--- src/rtl/gch_pkg.sv ---
// shared types, constants and helpers of the grid colour histogram
package gch_pkg;

    // configuration port
    localparam int CFG_W     = 11;
    localparam int CFG_IDX_W = 1;
    localparam logic [CFG_IDX_W-1:0] REG_IMAGE_WIDTH  = 1'b0;
    localparam logic [CFG_IDX_W-1:0] REG_IMAGE_HEIGHT = 1'b1;
    localparam logic [CFG_W-1:0] IMAGE_WIDTH_RESET  = 11'd640;
    localparam logic [CFG_W-1:0] IMAGE_HEIGHT_RESET = 11'd480;

    // item kinds carried on tuser
    localparam logic KIND_PIXEL = 1'b0;
    localparam logic KIND_READ  = 1'b1;

    // stream widths
    localparam int S_TDATA_W = 40;
    localparam int M_TDATA_W = 24;
    localparam int CHAN_W    = 8;

    // bin store
    localparam int BIN_W    = 11;
    localparam int COUNT_W  = 17;
    localparam int NUM_BINS = 1125;
    localparam logic [COUNT_W-1:0] COUNT_MAX = '1;

    // quantisation and bin layout
    localparam int LEVEL_W    = 3;
    localparam int LEVEL_STEP = 52;
    localparam int REGION_W   = 4;
    localparam int BLK_W      = 2;
    localparam logic [BLK_W-1:0]    BLK_OUTSIDE     = 2'd3;
    localparam logic [REGION_W-1:0] BLOCKS_PER_ROW  = 4'd3;
    localparam logic [BIN_W-1:0]    BINS_PER_REGION = 11'd125;
    localparam logic [BIN_W-1:0]    BINS_PER_RED    = 11'd25;
    localparam logic [BIN_W-1:0]    BINS_PER_GREEN  = 11'd5;

    // result queue
    localparam int OUT_DEPTH = 4;
    localparam int OUT_PTR_W = 2;
    localparam int OUT_CNT_W = 3;

    typedef enum logic [1:0] {
        OP_NONE = 2'd0,
        OP_INC  = 2'd1,
        OP_READ = 2'd2
    } bin_op_t;

    typedef struct packed {
        logic             valid;
        bin_op_t          op;
        logic [BIN_W-1:0] addr;
    } bin_req_t;

    typedef struct packed {
        logic clearing;
        logic read_pending;
    } bin_stat_t;

    typedef struct packed {
        logic             busy;
        logic             in_area;
        logic             last;
        logic [BLK_W-1:0] blk;
    } axis_stat_t;

    function automatic logic [LEVEL_W-1:0] quant_level(input logic [CHAN_W-1:0] v);
        logic [LEVEL_W-1:0] q;
        if (v >= CHAN_W'(4 * LEVEL_STEP)) begin
            q = 3'd4;
        end else if (v >= CHAN_W'(3 * LEVEL_STEP)) begin
            q = 3'd3;
        end else if (v >= CHAN_W'(2 * LEVEL_STEP)) begin
            q = 3'd2;
        end else if (v >= CHAN_W'(LEVEL_STEP)) begin
            q = 3'd1;
        end else begin
            q = 3'd0;
        end
        return q;
    endfunction

endpackage

--- src/rtl/gch_axis_track.sv ---
// position, block index and in-block offset along one image axis
module gch_axis_track
    import gch_pkg::*;
#(
    parameter int MAX_DIM = 1024
)
(
    input  logic             aclk,
    input  logic             aresetn,
    input  logic [CFG_W-1:0] cfg_dim,
    input  logic             start,
    input  logic             step,
    output axis_stat_t       stat
);

    localparam int PW    = $clog2(MAX_DIM);
    localparam int EW    = PW + 1;
    localparam int DW    = (EW > CFG_W) ? EW : CFG_W;
    localparam int RS    = EW + 2;
    localparam int PRODW = EW + RS;
    localparam logic [PRODW-1:0] RECIP3 = PRODW'(((1 << RS) + 2) / 3);
    localparam int CNT_W = $clog2(PW);

    typedef enum logic [3:0] {
        AX_IDLE = 4'b0001,
        AX_PREP = 4'b0010,
        AX_DIV  = 4'b0100,
        AX_DONE = 4'b1000
    } ax_state_t;

    ax_state_t state_reg, state_next;
    logic [PW-1:0]    pos_reg, pos_next;
    logic [PW-1:0]    sub_reg, sub_next;
    logic [BLK_W-1:0] blk_reg, blk_next;
    logic [CNT_W-1:0] cnt_reg, cnt_next;
    logic [PW-1:0]    rem_reg, rem_next;
    logic [PW-1:0]    quo_reg, quo_next;
    logic [EW-1:0]    dim_reg;
    logic [PW-1:0]    bsize_reg;

    logic [DW-1:0]    dim_wide;
    logic [EW-1:0]    dim_eff;
    logic [PRODW-1:0] prod;
    logic [PW:0]      trial;
    logic             trial_ge;
    logic [EW-1:0]    pos_inc;
    logic [PW:0]      sub_inc;
    logic             last;

    // clamp to 1..MAX_DIM and divide by three through a reciprocal
    assign dim_wide = DW'(cfg_dim);
    assign dim_eff  = (dim_wide == '0) ? EW'(1) :
                      (dim_wide > DW'(MAX_DIM)) ? EW'(MAX_DIM) : EW'(dim_wide);
    assign prod     = PRODW'(dim_eff) * RECIP3;

    always_ff @(posedge aclk) begin
        dim_reg   <= dim_eff;
        bsize_reg <= PW'(prod >> RS);
        rem_reg   <= rem_next;
        quo_reg   <= quo_next;
    end

    assign pos_inc  = {1'b0, pos_reg} + EW'(1);
    assign last     = (pos_inc >= dim_reg);
    assign sub_inc  = {1'b0, sub_reg} + (PW+1)'(1);
    assign trial    = {rem_reg, quo_reg[PW-1]};
    assign trial_ge = (trial >= {1'b0, bsize_reg});

    always_comb begin
        state_next = state_reg;
        pos_next   = pos_reg;
        sub_next   = sub_reg;
        blk_next   = blk_reg;
        cnt_next   = cnt_reg;
        rem_next   = rem_reg;
        quo_next   = quo_reg;
        case (state_reg)
            AX_IDLE: begin
                if (step) begin
                    if (last) begin
                        pos_next = '0;
                        sub_next = '0;
                        blk_next = '0;
                    end else begin
                        pos_next = PW'(pos_inc);
                        if (blk_reg != BLK_OUTSIDE) begin
                            if (sub_inc == {1'b0, bsize_reg}) begin
                                sub_next = '0;
                                blk_next = blk_reg + 1'b1;
                            end else begin
                                sub_next = PW'(sub_inc);
                            end
                        end
                    end
                end
            end
            AX_PREP: begin
                rem_next   = '0;
                quo_next   = pos_reg;
                cnt_next   = '0;
                state_next = AX_DIV;
            end
            AX_DIV: begin
                // restoring division, one quotient bit a cycle
                rem_next = trial_ge ? PW'(trial - {1'b0, bsize_reg}) : PW'(trial);
                quo_next = {quo_reg[PW-2:0], trial_ge};
                cnt_next = cnt_reg + 1'b1;
                if (cnt_reg == CNT_W'(PW - 1)) begin
                    state_next = AX_DONE;
                end
            end
            AX_DONE: begin
                blk_next   = (quo_reg >= PW'(3)) ? BLK_OUTSIDE : BLK_W'(quo_reg);
                sub_next   = rem_reg;
                state_next = AX_IDLE;
            end
            default: begin
                state_next = AX_IDLE;
            end
        endcase
        if (start) begin
            state_next = AX_PREP;
        end
    end

    always_ff @(posedge aclk) begin
        if (!aresetn) begin
            state_reg <= AX_IDLE;
            pos_reg   <= '0;
            sub_reg   <= '0;
            blk_reg   <= '0;
            cnt_reg   <= '0;
        end else begin
            state_reg <= state_next;
            pos_reg   <= pos_next;
            sub_reg   <= sub_next;
            blk_reg   <= blk_next;
            cnt_reg   <= cnt_next;
        end
    end

    assign stat.busy    = (state_reg != AX_IDLE);
    assign stat.in_area = (bsize_reg != '0) && (blk_reg != BLK_OUTSIDE);
    assign stat.last    = last;
    assign stat.blk     = blk_reg;

endmodule

--- config.mk ---
export PLATFORM = sky130hd
export DESIGN_NAME = gch_axis_track
export DESIGN_NICKNAME = d
export VERILOG_FILES = /design/src/rtl/gch_pkg.sv /design/src/rtl/gch_axis_track.sv
export SDC_FILE = /design/constraint.sdc
export NUM_CORES = 1
export LEC_CHECK = 0
export BUFFER_PORTS_ARGS = -buffer_cell sky130_fd_sc_hd__buf_2
export CAP_MARGIN = 30
export CELL_PAD_IN_SITES_DETAIL_PLACEMENT = 0
export CELL_PAD_IN_SITES_GLOBAL_PLACEMENT = 1
export CORE_MARGIN = 1.5
export CORE_UTILIZATION = 53
export DETAILED_ROUTE_END_ITERATION = 16
export GPL_ROUTABILITY_DRIVEN = 1
export PLACE_DENSITY = 0.82
export SLEW_MARGIN = 0
export SYNTH_ARGS = -nofsm -noshare
export SYNTH_HDL_FRONTEND = slang
export SYNTH_SLANG_ARGS = --single-unit
--- constraint.sdc ---
create_clock -name aclk -period 14.8 [get_ports aclk]
set_input_delay 1.48 -clock aclk [delete_from_list [all_inputs] [get_ports aclk]]
set_output_delay 1.48 -clock aclk [all_outputs]
set_load 0.01 [all_outputs]
* Yosys cells after proc, flatten, opt, wreduce, memory -nomap -nowiden
Cells that the tools add are included.
** Storage, ports and cells
- Output and inout port bits :: 5
- Logic and storage cells :: 68
- Register bits :: 71
- Bits of input ports :: 15
** Operators by class
- Mux-type cells :: 21
- Bitwise logic cells :: 2
- Add/sub/neg operators :: 5
- Multipliers :: 1
- Order comparisons :: 4
- Eq/ne operators :: 14
- Reductions and logical operators :: 11
** Operator list (number)
- $mux 10 :: 6
- $pmux 10 s2 :: 3
- $mul 11x12->23 const B :: 1
- $add 10x1->11 const B :: 2
- $mux 11 :: 2
- $mux 2 :: 6
- $pmux 4 s3 :: 1
- $eq 11x10->1 :: 1
- $ge 11x10->1 :: 1
- $ge 11x11->1 :: 1
- $gt 11x11->1 const B :: 1
- $logic_not 11->1 :: 1
- $ge 10x2->1 const B :: 1
- $reduce_bool 10->1 :: 1
- $sub 10x10->10 :: 1
- $ne 3x3->1 const B :: 3
- $eq 4x4->1 const B :: 2
- $ne 2x2->1 const B :: 4
- $pmux 4 s2 :: 1
- $reduce_and 2->1 :: 3
- $add 4x1->4 const B :: 1
- $eq 4x1->1 const B :: 1
- $eq 4x2->1 const B :: 1
- $eq 4x3->1 const B :: 1
- other kinds (10) :: 12

* Depth between registers and ports, before layout
- Depth in word-level cells :: 7
- Depth in mapped cells :: 19
- Gate-level depth less buffers :: 19

* Worst setup path before layout
No wires, ideal clock.
- Path kind :: input -> register
- Start :: in cfg_dim[10]
- End :: reg bsize_reg[9]
- Cell stages on the path :: 17
- Setup time :: 0.072 ns
- Path slack :: 8.570 ns
- Buffers on the path :: 1
- Arrival :: 6.157 ns
- Required time :: 14.728 ns
- Cell sequence :: clkbuf_1 -> nor2b_1 -> ha_1 -> inv_1 -> fa_1 -> fa_1 -> fa_1 -> fa_1 -> inv_1 -> ha_1 -> a211oi_1 -> a21oi_1 -> a211o_1 -> a211oi_1 -> o21ai_0 -> a31oi_1 -> xnor2_1
** On the way
- Longest elaborated chain between the ends :: 4
- Elaborated cells between the ends (all ways) :: 5
- Those cells by class :: mul (1); order compare (1); mux (2); reduce/logical (1)
** Ends and longest elaborated chain
- start, declared :: RTL line gch_axis_track.sv:10 : input logic [CFG_W-1:0] cfg_dim,
- $gt 11x11->1 :: RTL line gch_axis_track.sv:53 : (dim_wide > DW'(MAX_DIM)) ? EW'(MAX_DIM) : EW'(dim_wide);
- $mux 11 :: RTL line gch_axis_track.sv:53
- $mux 11 (*) :: RTL line gch_axis_track.sv:52 : assign dim_eff = (dim_wide == '0) ? EW'(1) :
- net dim_eff[9] :: RTL line gch_axis_track.sv:42 : logic [EW-1:0] dim_eff;
- $mul 11x12->23 (*) :: RTL line gch_axis_track.sv:54 : assign prod = PRODW'(dim_eff) * RECIP3;
- net prod[22] :: RTL line gch_axis_track.sv:43 : logic [PRODW-1:0] prod;
- end signal, assigned :: RTL line gch_axis_track.sv:58 : bsize_reg <= PW'(prod >> RS);
- end, declared :: RTL line gch_axis_track.sv:39 : logic [PW-1:0] bsize_reg;
Mark *: on every way through the listed nets, which the timed path passes. The rest lies on a longest branch.
A chain may end at the register's enable or synchronous reset.

* Final worst setup path
Same ends and word-level chain as after synthesis.

==> impl_metrics.json <==
{
  "wirelength_microns": 13600,
  "register_area_sq_um": 1620,
  "placedInstanceArea_sq_um": 6410,
  "synth.area.mux_share_pct": 1.29,
  "avgViaCountPerCell": 5.68,
  "postCtsSetupBuffers": 0,
  "mostFrequentLayoutCell": "ha_1",
  "place_congestion": 0.856,
  "numCtsBuffers": 9,
  "synth_fa_ha_area_share_pct": 29.9,
  "antenna_found_initial": 0,
  "grt_max_degree": 41,
  "row_count": 39,
  "drc_errors": 0,
  "hold_path.class": "flip-flop to flip-flop",
  "pre_cts_slack_ns": 8.13,
  "cts_max_path_buffers": 2,
  "critPathArrivalTime_ns": 6.61,
  "stdcell_area_sq_um": 6670,
  "fin_hold_ws_ns": 0.458,
  "ys_types": 60,
  "yosysWarningCount": 0,
  "drive_gt1_share_pct": 7.73,
  "synth-compound-area-share_pct": 12.4,
  "dr_total_vias": 4780,
  "worst_pin_slew_ns": 1.03,
  "port_buffers": 19,
  "endpoint": "bsize_reg[9]",
  "fmax_mhz": 157,
  "worstReg2RegStart": "pos_reg[0]",
  "power_leakage_nw": 3.06,
  "netlist_area_sq_um": 6210,
  "setup_viol": 0,
  "cp-startpoint": "cfg_dim[10]",
  "num_io_pins": 20,
  "cts_max_level": 3,
  "first_iter_violations": 274,
  "power_density_nw_per_um2": 113,
  "crit_type": "input port to flip-flop",
  "synthFlopType": "dfxtp_1",
  "post_cts_resize_count": 0,
  "multi_input_area_sq_um": 4170,
  "max-cap-violations": 0,
  "crit_path_max_fanout": 15,
  "start_kind": "input port",
  "fin_crit_ns": 6.35,
  "rsz0062_at_grt": "false",
  "ctsHoldBuffers": 0,
  "syn_nets": 826,
  "ys_ff_latch": 71,
  "cp-end-kind": "flip-flop",
  "slew_headroom_pct": 30.8,
  "drt-pass1-iter-count": 6,
  "status": "complete, no violations",
  "syn_inst": 683,
  "fin_util_pct": 58.4,
  "required_ns": 15.06,
  "ant_nets": 0,
  "fin_ws_ns": 8.45,
  "synthSimpleGateAreaFrac_pct": 18.0,
  "largest_register_ffs": 11,
  "cts_tree": "yes",
  "numClockSinks": 71,
  "peakVddDrop_uv": 61.5,
  "dieArea_sq_um": 12400,
  "synthToLayoutAreaGrowth_pct": 7.48,
  "synth_xor_area_share_pct": 5.50,
  "grt_overflow_total": 0,
  "die_h_microns": 111,
  "dp_hpwl_microns": 10900,
  "diodes": 0,
  "fill_cells": 1037,
  "final_nets": 837,
  "worst_r2r_endpoint": "blk_reg[1]",
  "grt_usage_pct": 22.6,
  "grt_first_pass_wirelength_microns": 22500,
  "final_cell_mix": "ha_1, inv_1, nand2_1",
  "final_max_slew_viol_count": 0,
  "core_area_sq_um": 11400,
  "synthArstFlopShare_pct": 0,
  "hold_viol_final": 0,
  "die_w_microns": 111,
  "synth_top_family_by_area": "adder cells",
  "fin_worst_skew_ns": 0.00884,
  "fin_crit_sh_pct": 42.9,
  "cts-root-buf": "clkbuf_16",
  "reg2reg_depth": 15,
  "path_clk_slew_ns": 0.06,
  "tns_ns": 0,
  "wire_per_inst_microns": 16.2,
  "synth_seq_area_share_pct": 26.1,
  "syn_avg_cell_area_sq_um": 9.09,
  "grt_pass1_vias": 4657,
  "r2r_slack_ns": 10.83,
  "synth-edff-count": 20,
  "clk_latency_ns": 0.33,
  "start_util_pct": 54.4
}
[report_power, final]
group          internal, mW  switching (mW)  total (mW)
logic                 0.143           0.177       0.319
clock network         0.113          0.0845       0.197
registers             0.216          0.0188       0.235
[synthesized netlist by cell type, types with 2 or more instances]
master | instances | area share (%)
buf_2 | 2 | 0.16
a22oi_1 | 6 | 0.73
a21o_1 | 5 | 0.60
or3b_2 | 2 | 0.28
a31oi_1 | 5 | 0.50
nand4_1 | 6 | 0.60
a22oi_2 | 2 | 0.40
fa_1 | 34 | 11
a32oi_1 | 2 | 0.28
o21ai_0 | 30 | 2.4
nand3b_1 | 8 | 0.97
o221ai_1 | 9 | 1.3
nor4b_1 | 2 | 0.28
ha_1 | 94 | 19
or2_2 | 5 | 0.50
mux2i_1 | 8 | 1.3
nor3_1 | 8 | 0.64
edfxtp_1 | 20 | 9.7
a21boi_0 | 6 | 0.73
dfxtp_1 | 51 | 16
nor2b_1 | 18 | 1.8
and2_1 | 5 | 0.50
buf_4 | 2 | 0.24
nor4_1 | 17 | 1.7
a211oi_1 | 5 | 0.60
nand2b_1 | 5 | 0.50
nand3_1 | 32 | 2.6
a21oi_1 | 29 | 2.3
a21boi_1 | 2 | 0.24
nand2_1 | 59 | 3.6
o21a_1 | 2 | 0.24
nor2_1 | 27 | 1.6
xor2_1 | 15 | 2.1
and3_1 | 11 | 1.1
clkbuf_1 | 15 | 0.91
xnor2_1 | 24 | 3.4
inv_1 | 87 | 5.3
[how the worst min path moves through the flow]
stage | start | to | slack (ns) | cells after the start
final | cnt_reg[3] | cnt_reg[3] | 0.46 | 1
after global routing | cnt_reg[3] | cnt_reg[3] | 0.48 | 1
after global placement | cnt_reg[3] | cnt_reg[3] | 0.44 | 1
after detailed placement | cnt_reg[3] | cnt_reg[3] | 0.45 | 1
after CTS | cnt_reg[3] | cnt_reg[3] | 0.46 | 1
after floorplan | cnt_reg[3] | cnt_reg[3] | 0.42 | 1
[metal layers]
metal / wire, microns / GRT usage (%) / part of all wire [%] / vias to the layer above
li1: - / - / - / 2405
met1: 6430 / 29.7 / 47 / 2272
met2: 6680 / 38.8 / 49 / 96
met3: 454 / 4.05 / 3.3 / 7
met4: 79 / 5.40 / 0.58 / 0
met5: 0 / 0 / 0 / -
[stage by stage]
stage | cells | power (mW)
floorplan | 683 | 0.487
global placement | 826 | 0.547
detailed placement | 826 | 0.559
CTS | 842 | 0.760
global route | 842 | 0.814
finish | 842 | 0.752
[area by class of cell]
type | instances | area share [%]
well taps | 143 | 2.68
multi-input cells | 504 | 62.5
inverters | 87 | 4.89
flip-flops and latches | 71 | 24.3
clock buffers | 10 | 3.43
repair buffers | 21 | 1.65
clock inverters | 6 | 0.544
[worst max-delay path, stage by stage]
cell,delay (ns)
buf_2,0.19
nor2b_1,0.45
ha_1,0.34
inv_1,0.09
fa_1,0.44
fa_1,0.56
fa_1,0.45
fa_1,0.54
inv_1,0.04
ha_1,0.34
a211oi_1,0.23
a21oi_1,0.10
a211o_1,0.35
a211oi_1,0.40
o21ai_0,0.23
a31oi_1,0.26
xnor2_1,0.14
[kinds of logic after synthesis]
logic type | after synthesis
flops | 71
compound gates | 117
xor+xnor | 39
simple gates | 212
mux | 8
buf+inv | 108
fa+ha+maj | 128
Power figures use the tool's default switching activity.
