### src/rtl/gch_pkg.sv
// shared types, constants and helpers of the grid colour histogram
package gch_pkg;

    // configuration port
    localparam int CFG_W     = 11;
    localparam int CFG_IDX_W = 1;
    localparam logic [CFG_IDX_W-1:0] REG_IMAGE_WIDTH  = 1'b0;
    localparam logic [CFG_IDX_W-1:0] REG_IMAGE_HEIGHT = 1'b1;
    localparam logic [CFG_W-1:0] IMAGE_WIDTH_RESET  = 11'd640;
    localparam logic [CFG_W-1:0] IMAGE_HEIGHT_RESET = 11'd480;

    // item kinds carried on tuser
    localparam logic KIND_PIXEL = 1'b0;
    localparam logic KIND_READ  = 1'b1;

    // stream widths
    localparam int S_TDATA_W = 40;
    localparam int M_TDATA_W = 24;
    localparam int CHAN_W    = 8;

    // bin store
    localparam int BIN_W    = 11;
    localparam int COUNT_W  = 17;
    localparam int NUM_BINS = 1125;
    localparam logic [COUNT_W-1:0] COUNT_MAX = '1;

    // quantisation and bin layout
    localparam int LEVEL_W    = 3;
    localparam int LEVEL_STEP = 52;
    localparam int REGION_W   = 4;
    localparam int BLK_W      = 2;
    localparam logic [BLK_W-1:0]    BLK_OUTSIDE     = 2'd3;
    localparam logic [REGION_W-1:0] BLOCKS_PER_ROW  = 4'd3;
    localparam logic [BIN_W-1:0]    BINS_PER_REGION = 11'd125;
    localparam logic [BIN_W-1:0]    BINS_PER_RED    = 11'd25;
    localparam logic [BIN_W-1:0]    BINS_PER_GREEN  = 11'd5;

    // result queue
    localparam int OUT_DEPTH = 4;
    localparam int OUT_PTR_W = 2;
    localparam int OUT_CNT_W = 3;

    typedef enum logic [1:0] {
        OP_NONE = 2'd0,
        OP_INC  = 2'd1,
        OP_READ = 2'd2
    } bin_op_t;

    typedef struct packed {
        logic             valid;
        bin_op_t          op;
        logic [BIN_W-1:0] addr;
    } bin_req_t;

    typedef struct packed {
        logic clearing;
        logic read_pending;
    } bin_stat_t;

    typedef struct packed {
        logic             busy;
        logic             in_area;
        logic             last;
        logic [BLK_W-1:0] blk;
    } axis_stat_t;

    function automatic logic [LEVEL_W-1:0] quant_level(input logic [CHAN_W-1:0] v);
        logic [LEVEL_W-1:0] q;
        if (v >= CHAN_W'(4 * LEVEL_STEP)) begin
            q = 3'd4;
        end else if (v >= CHAN_W'(3 * LEVEL_STEP)) begin
            q = 3'd3;
        end else if (v >= CHAN_W'(2 * LEVEL_STEP)) begin
            q = 3'd2;
        end else if (v >= CHAN_W'(LEVEL_STEP)) begin
            q = 3'd1;
        end else begin
            q = 3'd0;
        end
        return q;
    endfunction

endpackage

### src/rtl/gch_out_fifo.sv
// small result queue between the bin store and the result channel
module gch_out_fifo
    import gch_pkg::*;
(
    input  logic                 aclk,
    input  logic                 aresetn,
    input  logic                 push,
    input  logic [COUNT_W-1:0]   push_data,
    input  logic                 pop,
    output logic                 out_valid,
    output logic [COUNT_W-1:0]   out_data,
    output logic [OUT_CNT_W-1:0] count
);

    logic [COUNT_W-1:0]   data_reg [OUT_DEPTH];
    logic [OUT_PTR_W-1:0] wr_ptr_reg, wr_ptr_next;
    logic [OUT_PTR_W-1:0] rd_ptr_reg, rd_ptr_next;
    logic [OUT_CNT_W-1:0] count_reg, count_next;

    assign wr_ptr_next = push ? wr_ptr_reg + 1'b1 : wr_ptr_reg;
    assign rd_ptr_next = pop ? rd_ptr_reg + 1'b1 : rd_ptr_reg;
    assign count_next  = count_reg + OUT_CNT_W'(push) - OUT_CNT_W'(pop);

    always_ff @(posedge aclk) begin
        if (push) begin
            data_reg[wr_ptr_reg] <= push_data;
        end
    end

    always_ff @(posedge aclk) begin
        if (!aresetn) begin
            wr_ptr_reg <= '0;
            rd_ptr_reg <= '0;
            count_reg  <= '0;
        end else begin
            wr_ptr_reg <= wr_ptr_next;
            rd_ptr_reg <= rd_ptr_next;
            count_reg  <= count_next;
        end
    end

    assign out_valid = (count_reg != '0);
    assign out_data  = data_reg[rd_ptr_reg];
    assign count     = count_reg;

    assert property (@(posedge aclk) disable iff (!aresetn)
        push |-> ((count_reg != OUT_CNT_W'(OUT_DEPTH)) || pop))
        else $error("result queue: overflow");

    assert property (@(posedge aclk) disable iff (!aresetn)
        pop |-> (count_reg != '0))
        else $error("result queue: underflow");

    assert property (@(posedge aclk) disable iff (!aresetn)
        (count_reg == '0) |-> (wr_ptr_reg == rd_ptr_reg))
        else $error("result queue: pointers disagree with fill count");

endmodule

### config.mk
export PLATFORM = sky130hd
export DESIGN_NAME = gch_out_fifo
export DESIGN_NICKNAME = d
export VERILOG_FILES = /design/src/rtl/gch_pkg.sv /design/src/rtl/gch_out_fifo.sv
export SDC_FILE = /design/constraint.sdc
export NUM_CORES = 1
export LEC_CHECK = 0
export BUFFER_PORTS_ARGS = -buffer_cell sky130_fd_sc_hd__buf_2
export CAP_MARGIN = 20
export CORE_MARGIN = 2
export CORE_UTILIZATION = 56
export DETAILED_ROUTE_END_ITERATION = 12
export GPL_TIMING_DRIVEN = 0
export PLACE_DENSITY_LB_ADDON = 0.25
export SETUP_SLACK_MARGIN = 0.15
export SYNTH_ARGS = -nofsm -noshare
export SYNTH_HDL_FRONTEND = slang
export SYNTH_SLANG_ARGS = --single-unit
### constraint.sdc
create_clock -name aclk -period 2 [get_ports aclk]
set_input_delay 0.1 -clock aclk [delete_from_list [all_inputs] [get_ports aclk]]
set_output_delay 0.1 -clock aclk [all_outputs]
set_load 0.01 [all_outputs]
* Word-level counts from Yosys, hierarchy flattened
Memory sizes are Yosys's and may differ from the RTL's. A register that Yosys moved wholly into a read port is not among the register bits.
Cells that the tools add are included.
** Word-level totals
- RAM bits :: 68
- Flip-flop bits (word level) :: 7
- Memories kept :: 1
** Cells by class
- Add/sub/neg operators :: 4
- Reductions and logical operators :: 1
- Mux-type cells :: 4
** Memory list
- data_reg :: depth 4, bits a word 17, rd ports 1, clocked after Yosys merged registers in 1, wr ports 1, RTL line gch_out_fifo.sv:15 : logic [COUNT_W-1:0] data_reg [OUT_DEPTH];
** Operators by type and width (number)
- adder 2 x 1 -> 2 bit, second input constant :: 2
- two-way mux 2 bit :: 2
- adder 3 x 1 -> 3 bit :: 1
- nonzero test 3 bit :: 1
- subtractor 3 x 1 -> 3 bit :: 1
- two-way mux 1 bit :: 2

* Longest topological paths before layout
Gate-level depths: netlist (run 1).
- Depth after elaboration :: 3
- Depth in mapped cells :: 7
- Depth with buffers taken out :: 7

* Worst setup path after synthesis (run 1)
Ideal clock, no wire load.
- Kind :: register to register
- Start :: reg count_reg[0] (netlist: count[0])
- End :: reg count_reg[2] (netlist: count[2])
- Stages on the path, launching flop included :: 8
- Path slack :: 262 ps
- Library setup time :: 64 ps
- Data arrival time :: 1674 ps
- Path buffers :: 0
- Cells stage by stage :: dfxtp_1 inv_1 ha_1 inv_1 ha_1 fa_1 xor3_1 nor2_1
** Between the ends
- Longest elaborated chain between the ends :: 2
** Ends and longest elaborated chain
- start, declared :: RTL line gch_out_fifo.sv:18 : logic [OUT_CNT_W-1:0] count_reg, count_next;
- start signal, assigned :: RTL line gch_out_fifo.sv:38 : count_reg <= count_next;
- adder 3 x 1 -> 3 bit :: RTL line gch_out_fifo.sv:22 : assign count_next = count_reg + OUT_CNT_W'(push) - OUT_CNT_W'(pop);
- subtractor 3 x 1 -> 3 bit :: RTL line gch_out_fifo.sv:22
No other way between the ends.
A chain may end at the register's enable or synchronous reset.

* Worst setup path after layout (run 1)
Ends and elaborated chain as after synthesis.

==> results by stage, run 1 <==
Setup path:
- The startpoint identified for the worst register-to-register timing path is count[0].
- In this run the worst path has a maximum fanout of 3.
- The terminus of the critical flop-to-flop path is count[2].
- The worst register-to-register path has a setup slack of 0.26 ns.
- STA puts the critical path data required time at 2.28 ns.
- For the worst flop-to-flop path, the logic depth is 7.
- The kind of critical path is flip-flop to flip-flop.
- The arrival time of data at the critical path endpoint is 2.02 ns.
- The critical path starts at count[0].
- The worst setup path is launched from a flip-flop.
- The worst setup path is captured at a flip-flop.

Global routing:
- The first global-routing pass estimated between 6000 and 7000 um of wire.
- Global routing consumed, over all layers together, 16.4% of the routing resources.
- The via count of the first global-routing pass came to approximately 1400.
- After global routing the overflow that remains totals 0.
- The number of antenna violations at the first check in global routing was 0.
- Entering global routing, the biggest net connects 18 pins.

Detailed routing:
- The remaining design rule violation count is 0.
- The first detailed-routing pass took 4 iterations.
- The iteration-0 DRC count of the detailed router is 128.
- The wire length reported by the detailed router is 4440 um.
- The count of nets left with antenna violations once routing finished came out at 0.
- Dividing the detail-routed via count by the number of cells gives 5.07.
- The via count of the routed design is 1398.
- The average wire length per cell after detail routing is 16.1 um.

Placed design:
- Detailed placement finished with a half-perimeter wire length of roughly 2800 um.
- The post-place instance area is roughly 3200 sq um.
- The final estimated routing congestion in global placement is 0.634.
- During placement, the flow inserted port buffers numbering just over 40.

Logic synthesis:
- The share of flip-flops with an asynchronous set or reset after synthesis is 0%.
- Synthesis produced a netlist with a net count of 159.
- In this run, synthesis inferred a little under 70 flip-flops with an integrated enable.
- The count of yosys warnings during synthesis is 0.
- In the synthesized netlist the dominant register cell turns out to be edfxtp_1.
- The mux share of post-synthesis cell area is 14.3%.
- By area the synthesized netlist is led by edfxtp_1 70%, mux4_2 7.7%, mux4_1 6.3%, dfxtp_1 6.1%, ha_1 2.6%.
- The number of cells produced by synthesis is 131.
- The post-synthesis register bit count is 77.
- The most numerous cell in the Yosys netlist is edfxtp_1.
- The biggest area contributor in the post-synthesis netlist is edfxtp_1.
- The top-area cell type share of the netlist area is 69.7%.
- The mean cell area of the mapped netlist is 22.4 sq um.
- The largest family of logic cells by synthesized area is multiplexers.
- The proportion of synthesized chip area in sequential cells is 75.8%.
- By count the netlist is led by 68 x edfxtp_1, 10 x mux4_2, 9 x dfxtp_1.
- Of the total synthesized cell area, the portion taken by XOR and XNOR cells is ~1.4%.
- Summing every instance area after synthesis gives 2930 sq um.
- Of the total synthesized cell area, the portion taken by AND, OR, NAND and NOR gates is 2.39%.
- The netlist uses 19 different library cells.
- The complex-gate fraction of the synthesized area is 0.512%.
- The adder and majority gate portion of the synthesized area is 3.25%.

STA:
- The number of endpoints with negative hold slack in the final report was 0.
- The final count of negative-setup-slack endpoints is 0.
- The final critical path takes up 87.1% of the cycle.
- Between clock sinks in the finished design, the worst skew comes to 0.00882 ns.
- Setup repair after global routing left no endpoint under its margin.
- The smallest clock period supported by the final layout is computed as 1.74 ns.
- The number of max-slew violations in the final report is 0.
- Measured against its own limit, the worst slew margin works out to 41.1%.
- Setup total negative slack on the finished layout was measured at 0 ns.
- Derived from the worst setup path, the maximum achievable clock frequency is around 570 MHz.
- The measured slew at the worst slew-check pin is 0.884 ns.

Layout:
- The net count of the finished layout is 229.
- The filler cells instantiated in the layout total 351.
- The register with the most flip-flops in the layout has 68 of them.
- In the final layout, the multi-input gates occupy 641 sq um.
- The signed area change from the synthesized netlist to the final layout is 23.2%.
- The post-route netlist has between 30% and 40% of its cells at a drive strength greater than 1.
- The sequential cells in the finished layout cover a total of 2220 sq um.
- The number of antenna repair diodes is 0.
- After routing the design area is 3610 sq um.

Clock network:
- The clock passes through at most 2 buffers.
- In this run the number of H-tree levels came out at 3.
- TritonCTS built the clock tree.
- The clock-pin slew reported for the worst setup and hold paths after clock tree synthesis is 0.07 ns.
- The number of clock buffers added by TritonCTS is 9.
- The cell sitting at the root of the clock tree is a clkbuf_8.
- The latest clock arrival within the worst-skew pair is 0.34 ns.
- The number of clock sinks seen by CTS is 77.

Pwr:
- Power spread over the standard cell area amounts to 976 nW/um^2.
- Summed over all cells, the static leakage comes to 1.32 nW.
- The maximum vdd ir drop is 0.678 mV.

Floorplan:
- The effective utilization at floorplan is 57.7%.
- The width of the die is 76.3 um.
- The placeable core region is 5070 sq um.
- After floorplanning, the core was divided into 26 placement rows.
- The number of I/O pins is 42.
- The vertical extent of the die is between 70 and 80 um.
- The floorplan step defined a die boundary enclosing 5830 sq um.

Min path:
- The startpoint identified for the worst hold timing path is pop.
- The worst hold path passes through 3 cells.
- The worst hold path terminates at rd_ptr_reg[0].
- The class of the worst hold path is input port to flip-flop.

Run status:
- The run finished with clean final reports.

Run:
- The number of max-capacitance violations reported is 0.
[worst max-delay path by stage]
stage	to	cells past startpoint
detailed placement	count[2]	7
global placement	count[2]	7
finish	count[2]	7
floorplan	count[2]	7
global route	count[2]	7
CTS	out_data[7]	4
[per-stage QoR]
step | setup WS (ns) | utilization (%) | hold WS, ns | total power, mW | cells
2_1_floorplan | 0.262 | - | 0.199 | 2.18 | 131
3_3_place_gp | 0.302 | 63.5 | 0.310 | 2.32 | 242
3_5_place_dp | 0.266 | 63.5 | 0.321 | 2.34 | 242
4_1_cts | 0.213 | 71.1 | 0.0802 | 3.56 | 276
5_1_grt | 0.163 | 71.2 | 0.0820 | 3.67 | 276
6_report | 0.259 | 71.2 | 0.0905 | 3.52 | 276
[metal layers]
metal / part of all wire (%) / up-vias / global-route usage, %
met3: 4.0 / 12 / 5.33
met4: 2.2 / 0 / 8.18
met1: 45 / 688 / 21.2
met2: 48 / 34 / 25.2
li1: - / 664 / -
met5: 0 / - / 0
[layout by cell type (no fill, tap or decap), drive strengths merged, types with 2 or more instances in the layout]
master       synthesis  routed
buf                  4      44
clkbuf               0      11
and2                 6       6
clkinv               0       4
dfxtp                9       9
ha                   6       6
inv                  7       7
mux4                17      17
edfxtp              68      68
bufinv               0       2
xnor2                2       2
dlygate4sd3          0      18
nor2                 5       5
[timing repair]
action | 4_1_cts | 5_1_grt
endpoints found under the setup margin | 0 | 1
resized for setup | 0 | 1
hold buffers | 18 | 0
buffers inserted | 0 | 0
hold endpoints to repair | 70 | 0
[area by class of cell]
type,count,area share [%]
inverter,7,0.728
clock inverter,6,2.15
tap,70,2.43
sequential,77,61.5
timing repair buffer,59,10.7
clock buffer,10,3.53
multi-input combinational,43,17.7
buffer,4,1.21
[worst max-delay path, cell delays in order (launching register included)]
cell and delay (ns):
dfxtp_1 0.35, inv_1 0.05, ha_1 0.26, inv_1 0.04, ha_1 0.18, fa_1 0.38, xor3_1 0.35, nor2_1 0.08
[cell families (layout without fill, tap and decap cells)]
family          count (synthesis)  in the layout
flops                          77             77
buf+inv                        11             86
compound gates                  2              2
fa+ha+maj                       7              7
xor+xnor                        3              3
mux                            18             18
simple gates                   13             13
[report_power, final]
| group | internal (mW) | switching, mW | leakage (nW) | total (mW) |
|---|---|---|---|---|
| sequential | 1.85 | 0.0329 | 0.699 | 1.88 |
| clock | 0.690 | 0.513 | 0.105 | 1.20 |
| combinational | 0.237 | 0.204 | 0.520 | 0.441 |
Note: power is estimated with default switching activity, not from simulation.
==> run 2, diff against run 1 <==
--- a/config.mk
+++ b/config.mk
@@ -8,10 +8,11 @@
 export BUFFER_PORTS_ARGS = -buffer_cell sky130_fd_sc_hd__buf_2
 export CAP_MARGIN = 20
 export CORE_MARGIN = 2
-export CORE_UTILIZATION = 56
+export CORE_UTILIZATION = 35
 export DETAILED_ROUTE_END_ITERATION = 12
 export GPL_TIMING_DRIVEN = 0
 export PLACE_DENSITY_LB_ADDON = 0.25
+export RECOVER_POWER = 25
 export SETUP_SLACK_MARGIN = 0.15
 export SYNTH_ARGS = -nofsm -noshare
 export SYNTH_HDL_FRONTEND = slang
==> results by stage, run 2 (synthesis gave the netlist of run 1 again) <==
STA:
- The part of the cycle the worst path needs is 89.7% (was 87.1%).
- The maximum operating frequency is 557 MHz (was 574 MHz).
- The total negative slack was 0 ns (unchanged).
- The final worst clock skew is 0.00721 ns (was 0.00882 ns).
- The number of max-slew violations in the final report is 0 (unchanged).
- The measured slew at the worst slew-check pin is 0.898 ns (was 0.884 ns).
- The tightest slew margin relative to the limit is 40.1% (was 41.1%).
- The number of endpoints with negative hold slack in the final report is 0 (unchanged).
- Unrepaired setup endpoints after global routing: yes (was no).
- The final critical-path required period is 1.79 ns (was 1.74 ns).
- The final count of negative-setup-slack endpoints came to 0 (unchanged).

Detailed routing:
- The top routing layer in use is met4 (unchanged).
- The average via count per standard cell is 4.54 (was 5.07).
- The wire length reported by the detailed router is 4910 um (was 4440 um).
- The post-detailed-route count of antenna-violating nets is 0 (unchanged).
- The routed metal-1 wirelength is 2050 um (was 2020 um).
- The detailed-routed wire length on met2 was 2570 um (was 2140 um).
- The number of search-and-repair iterations in the first detailed-routing pass came to 4 (unchanged).
- The remaining design rule violation count is 0 (unchanged).
- The iteration-0 DRC count of the detailed router came to 78 (was 128).
- The via count of the routed design was 1406 (was 1398).
- The average wire length per cell after detail routing is 15.8 um (was 16.1 um).
- The total length of routed met3 wires is 238 um (was 176 um).

Floorplan:
- The vertical extent of the die is 95.5 um (was 76.3 um).
- The count of standard-cell rows is 33 (was 26).
- The full die area was 9120 sq um (was 5830 sq um).
- The width of the die is 95.5 um (was 76.3 um).
- The number of I/O pins is 42 (unchanged).
- The placeable core region is 8180 sq um (was 5070 sq um).
- The effective utilization at floorplan is 35.8% (was 57.7%).

Setup path:
- The endpoint type of the worst setup path is a flip-flop (unchanged).
- The kind of critical path is flip-flop to flip-flop (unchanged).
- The required time at the worst-slack endpoint is 2.28 ns (about the same).
- The maximum fanout along the worst path was 3 (unchanged).
- The arrival time of data at the critical path endpoint is 2.07 ns (was 2.02 ns).
- The type of origin of the critical path is a flip-flop (unchanged).

Global routing:
- The number of antenna violations at the first check in global routing is 0 (unchanged).
- The overall routing resource usage is 11.9% (was 16.4%).
- The residual overflow from global routing is 0 (unchanged).
- The pin count of the biggest net entering global routing came to 18 (unchanged).
- The via count of the first global-routing pass is 1561 (was 1375).
- The wire length of the first global-routing pass came to 7710 um (was 6840 um).

Run status:
- Outcome: finished, final reports clean (unchanged).

Layout:
- The combined flip-flop and latch cell area is 2220 sq um (about the same).
- The area of the multi-input gates is 642 sq um (was 641 sq um).
- The number of flip-flops in the largest register is 68 (unchanged).
- The share of final-layout standard cells stronger than drive strength 1 is 29.8% (was 33.5%).
- The final non-filler cell total is 310 (was 276).
- The number of fill cells in the layout is 730 (was 351).
- The signed area change from the synthesized netlist to the final layout was 23.5% (was 23.2%).
- The number of antenna repair diodes was 0 (unchanged).
- The most common cell after layout, fill and taps aside is edfxtp_1 (unchanged).
- The final non-filler cell area came to 3620 sq um (was 3610 sq um).
- The net total in the final layout came to 229 (unchanged).
- Commonest cells after routing, fill and taps aside: 68 x edfxtp_1, 31 x buf_2, 18 x dlygate4sd3_1, 12 x clkbuf_1, 10 x mux4_2 (was 68 x edfxtp_1, 42 x buf_2, 18 x dlygate4sd3_1, 10 x mux4_2).

Min path:
- The class of the worst hold path was input port to flip-flop (unchanged).

Clock network:
- The clock root buffer is clkbuf_8 (unchanged).
- The clock tree from TritonCTS is yes (unchanged).
- The total number of H-tree levels came to 3 (unchanged).
- The clock-pin slew reported for the worst setup and hold paths after clock tree synthesis is 0.07 ns (about the same).
- The buffer depth of the longest clock path was 2 (unchanged).
- The total CTS buffers is 9 (unchanged).
- The number of clock sinks seen by CTS is 77 (unchanged).
- The latest clock arrival within the worst-skew pair came to 0.33 ns (was 0.34 ns).

Placed design:
- The count of input and output buffers came to 41 (unchanged).
- The post-place instance area was 3270 sq um (was 3220 sq um).
- The placed wire-length estimate after detailed placement is 3160 um (was 2780 um).
- The final estimated routing congestion in global placement is 0.721 (was 0.634).
- The placed cell count is 277 (was 242).

Pwr:
- The areal power density over the cells is 945 nW/um^2 (was 976 nW/um^2).
- The standby leakage power was 1.28 nW (was 1.32 nW).
- The maximum vdd ir drop is 0.381 mV (was 0.678 mV).

Run:
- The number of max-capacitance violations reported is 0 (unchanged).
-- run 2: critical path: stages, from the launching register on --
cell and delay, ns:
dfxtp_2 0.34, inv_1 0.05, ha_1 0.26, inv_1 0.04, ha_1 0.19, fa_1 0.40
xor3_1 0.36, nor2_1 0.09
-- run 2: metrics by stage --
step | utilization (%) | worst slack [ns] | total power, mW | hold WS, ns
after detailed placement | 40.0 | 0.200 | 2.36 | 0.320
after global routing | 44.3 | 0.120 | 3.58 | 0.119
after floorplan | - | 0.262 | 2.18 | 0.199
after global placement | 40.0 | 0.293 | 2.33 | 0.312
after CTS | 44.4 | 0.161 | 3.47 | 0.0870
final | 44.3 | 0.206 | 3.42 | 0.0987
-- run 2: cell type report --
class                      instances  share of cell area, %
timing repair buffer              59                   10.3
tap                              105                   3.63
sequential                        77                   61.4
multi-input combinational         43                   17.7
buffer                             4                   1.21
clock inverter                     5                   1.45
inverter                           7                  0.726
clock buffer                      10                   3.53
-- run 2: where the power goes --
group	switching [mW]	internal, mW	total [mW]
clock network	0.522	0.563	1.09
registers	0.0352	1.85	1.88
logic	0.216	0.238	0.454
total	0.773	2.65	3.42
-- run 2: path summary, 6_finish.rpt --
check	slack (ns)	start	end	cells past startpoint
hold reg to reg	0.54	rd_ptr_reg[0]	rd_ptr_reg[1]	2
setup reg to reg	0.21	count[0]	count[2]	7
hold / removal	0.1	pop	rd_ptr_reg[1]	3
setup / recovery	0.21	count[0]	count[2]	7
-- run 2: repair_timing --
action | CTS | global route
hold buffers | 18 | 0
endpoints found under the hold margin | 70 | 0
setup endpoints to repair | 0 | 10
gates resized for setup | 0 | 3
setup buffers | 0 | 0
-- run 2: per-layer routing --
layer,global-route usage (%),up-vias
li1,-,661
met1,13.6,708
met2,21.1,32
met3,3.95,5
met4,3.93,0
met5,0,-
==> run 3, diff against run 2 <==
--- a/config.mk
+++ b/config.mk
@@ -10,7 +10,6 @@
 export CORE_MARGIN = 2
 export CORE_UTILIZATION = 35
 export DETAILED_ROUTE_END_ITERATION = 12
-export GPL_TIMING_DRIVEN = 0
 export PLACE_DENSITY_LB_ADDON = 0.25
 export RECOVER_POWER = 25
 export SETUP_SLACK_MARGIN = 0.15
==> results by stage, run 3 (synthesis gave the netlist of run 1 again) <==
Global routing:
- The pin count of the biggest net entering global routing is 18 (unchanged).
- The number of antenna violations at the first check in global routing is 0 (unchanged).
- The wire length of the first global-routing pass came to 7400 um (was 7710 um).
- The overall routing resource usage came to 11.4% (was 11.9%).
- The residual overflow from global routing is 0 (unchanged).
- The via count of the first global-routing pass is 1541 (was 1561).

Floorplan:
- The full die area is 9120 sq um (unchanged).
- The placeable core region is 8180 sq um (unchanged).
- The number of I/O pins is 42 (unchanged).
- The count of standard-cell rows came to 33 (unchanged).
- The width of the die is 95.5 um (unchanged).
- The effective utilization at floorplan came to 35.8% (unchanged).
- The vertical extent of the die was 95.5 um (unchanged).

Detailed routing:
- The number of search-and-repair iterations in the first detailed-routing pass is 4 (unchanged).
- The average via count per standard cell is 4.48 (was 4.54).
- The via count of the routed design is 1393 (was 1406).
- The average wire length per cell after detail routing is 15.3 um (was 15.8 um).
- The iteration-0 DRC count of the detailed router is 67 (was 78).
- The post-detailed-route count of antenna-violating nets was 0 (unchanged).
- The wire length reported by the detailed router is 4770 um (was 4910 um).
- The remaining design rule violation count was 0 (unchanged).

Clock network:
- The total number of H-tree levels is 3 (unchanged).
- The latest clock arrival within the worst-skew pair is 0.33 ns (about the same).
- The number of clock sinks seen by CTS came to 77 (unchanged).
- The buffer depth of the longest clock path is 2 (unchanged).
- The clock root buffer is clkbuf_8 (unchanged).
- The clock tree from TritonCTS is yes (unchanged).
- The total CTS buffers is 9 (unchanged).
- The clock-pin slew reported for the worst setup and hold paths after clock tree synthesis is 0.08 ns (was 0.07 ns).
- The buffer count from post-CTS setup fixing is 0 (unchanged).

Setup path:
- The buffers plus inverters on the worst setup path came to 2 (unchanged).
- The peak per-stage delay on the critical path is 0.61 ns (was 0.40 ns).
- The terminus of the critical flop-to-flop path was data_reg[0][13] (was count[2]).
- The depth of the worst register-to-register path is 3 (was 7).
- The cell with the biggest individual delay on the critical path is mux4_1 (was fa_1).
- The kind of critical path is flip-flop to output pin (was flip-flop to flip-flop).
- The family of cells with the greatest summed delay on the critical path is multiplexers (was adder cells).
- The register-to-register setup slack came to 0.32 ns (was 0.21 ns).
- The type of origin of the critical path is a flip-flop (unchanged).
- The startpoint of the worst-slack reg-to-reg timing path is wr_ptr_reg[0] (was count[0]).
- The endpoint type of the worst setup path is an output pin (was flip-flop).
- The arrival time of data at the critical path endpoint is 1.67 ns (was 2.07 ns).
- The maximum fanout along the worst path came to 17 (was 3).
- The required time at the worst-slack endpoint is 1.90 ns (was 2.28 ns).
- Critical path cell sequence: buf_12, mux4_1, buf_2 (was inv_1, ha_1, inv_1, ha_1, fa_1, xor3_1, nor2_1).

Pwr:
- The internal portion of total power is 2.91 mW (was 2.65 mW).
- The areal power density over the cells is 1000 nW/um^2 (was 945 nW/um^2).
- The clock group share of total power came to 36.9% (was 31.7%).
- The combinational share of power came to 12.0% (was 13.3%).
- The register share of total power was 51.1% (was 55.0%).
- The fraction of power spent switching nets is 21.0% (was 22.6%).
- The maximum vdd ir drop came to 0.459 mV (was 0.381 mV).
- The standby leakage power is 1.30 nW (was 1.28 nW).
- The net switching power figure is 0.774 mW (was 0.773 mW).

Placed design:
- The final estimated routing congestion in global placement came to 0.683 (was 0.721).
- The placed cell count is 277 (unchanged).
- The placed wire-length estimate after detailed placement came to 3040 um (was 3160 um).
- The count of input and output buffers came to 41 (unchanged).
- The worst setup timing slack at the placement stage is 0.229 ns (was 0.200 ns).
- The post-place instance area is 3270 sq um (about the same).

STA:
- The final worst clock skew is 0.00846 ns (was 0.00721 ns).
- The part of the cycle the worst path needs is 88.6% (was 89.7%).
- The final count of negative-setup-slack endpoints is 0 (unchanged).
- The hold slack came to 0.0908 ns (was 0.0987 ns).
- The slack of the critical path is 0.228 ns (was 0.206 ns).
- The number of max-slew violations in the final report was 0 (unchanged).
- The number of endpoints with negative hold slack in the final report came to 0 (unchanged).
- Unrepaired setup endpoints after global routing: no (was yes).
- The measured slew at the worst slew-check pin is 0.905 ns (was 0.898 ns).
- The tightest slew margin relative to the limit is 39.6% (was 40.1%).
- The maximum operating frequency came to 564 MHz (was 557 MHz).
- The final critical-path required period is 1.77 ns (was 1.79 ns).
- The total negative slack was 0 ns (unchanged).

Layout:
- The combined flip-flop and latch cell area came to 2220 sq um (unchanged).
- The number of fill cells in the layout is 725 (was 730).
- Commonest cells after routing, fill and taps aside: 68 x edfxtp_1, 30 x buf_2, 18 x dlygate4sd3_1, 12 x clkbuf_1, 10 x mux4_2 (was 68 x edfxtp_1, 31 x buf_2, 18 x dlygate4sd3_1, 12 x clkbuf_1, 10 x mux4_2).
- The net total in the final layout was 229 (unchanged).
- The most common cell after layout, fill and taps aside is edfxtp_1 (unchanged).
- The number of antenna repair diodes is 0 (unchanged).
- The area of the multi-input gates is 641 sq um (was 642 sq um).
- The share of final-layout standard cells stronger than drive strength 1 is 29.1% (was 29.8%).
- The signed area change from the synthesized netlist to the final layout came to 25.4% (was 23.5%).
- The number of flip-flops in the largest register came to 68 (unchanged).
- The final non-filler cell total is 311 (was 310).
- The final non-filler cell area was 3670 sq um (was 3620 sq um).

Min path:
- The class of the worst hold path is input port to flip-flop (unchanged).
- The number of cells traversed by the worst hold path came to 3 (unchanged).
- The origin of the worst min-delay path was pop (unchanged).
- The sink of the worst hold path is rd_ptr_reg[1] (unchanged).

Run status:
- Outcome: finished, final reports clean (unchanged).

Run:
- The number of max-capacitance violations reported was 0 (unchanged).
==> run 3: worst max path at each step <==
| stage | cells past startpoint | slack [ns] | to | start |
|---|---|---|---|---|
| 2_1_floorplan | 7 | 0.26 | count[2] | count[0] |
| 3_3_place_gp | 7 | 0.31 | count[2] | count[0] |
| 3_5_place_dp | 7 | 0.23 | count[2] | count[0] |
| 4_1_cts | 3 | 0.18 | out_data[4] | flip-flop |
| 5_1_grt | 3 | 0.16 | data_reg[0][13] | wr_ptr_reg[0] |
| 6_report | 3 | 0.23 | out_data[4] | flip-flop |
==> run 3: per-layer routing <==
layer | up-vias | part of all wire, % | global-route usage (%) | routed length, um
li1 | 662 | - | - | -
met1 | 691 | 42 | 12.7 | 2000
met2 | 36 | 53 | 20.7 | 2530
met3 | 4 | 4.3 | 2.85 | 203
met4 | 0 | 0.73 | 5.00 | 35
met5 | - | 0 | 0 | 0
==> run 3: final cells by class <==
class                      count  share of cell area, %
clock buffer                  10                   3.47
clock inverter                 6                   3.00
inverter                       7                  0.715
multi-input combinational     43                   17.4
sequential                    77                   60.5
tap                          105                   3.58
timing repair buffer          63                   11.3
==> run 3: metrics by stage <==
stage | power, mW | utilization (%)
5_1_grt | 3.84 | 44.9
2_1_floorplan | 2.18 | -
6_report | 3.68 | 44.9
4_1_cts | 3.73 | 45.1
3_3_place_gp | 2.32 | 40.0
3_5_place_dp | 2.35 | 40.0
==> run 3: timing repair <==
action	CTS	global route
endpoints found under the hold margin	70	0
gates resized for setup	0	1
hold buffers	18	0
endpoints found under the setup margin	0	1
==> run 3: power by group through the flow <==
stage / Clock, mW / Sequential (mW) / Combinational [mW]
6_report: 1.36 / 1.88 / 0.443
5_1_grt: 1.45 / 1.89 / 0.496
4_1_cts: 1.39 / 1.88 / 0.458
3_5_place_dp: 0 / 1.92 / 0.430
3_3_place_gp: 0 / 1.91 / 0.414
2_1_floorplan: 0 / 1.91 / 0.266
==> run 3: worst register-to-register path, cell delays in order, from the launching register on <==
cell and delay (ns):
dfxtp_1 0.35, inv_1 0.10, ha_1 0.14, and2_1 0.72
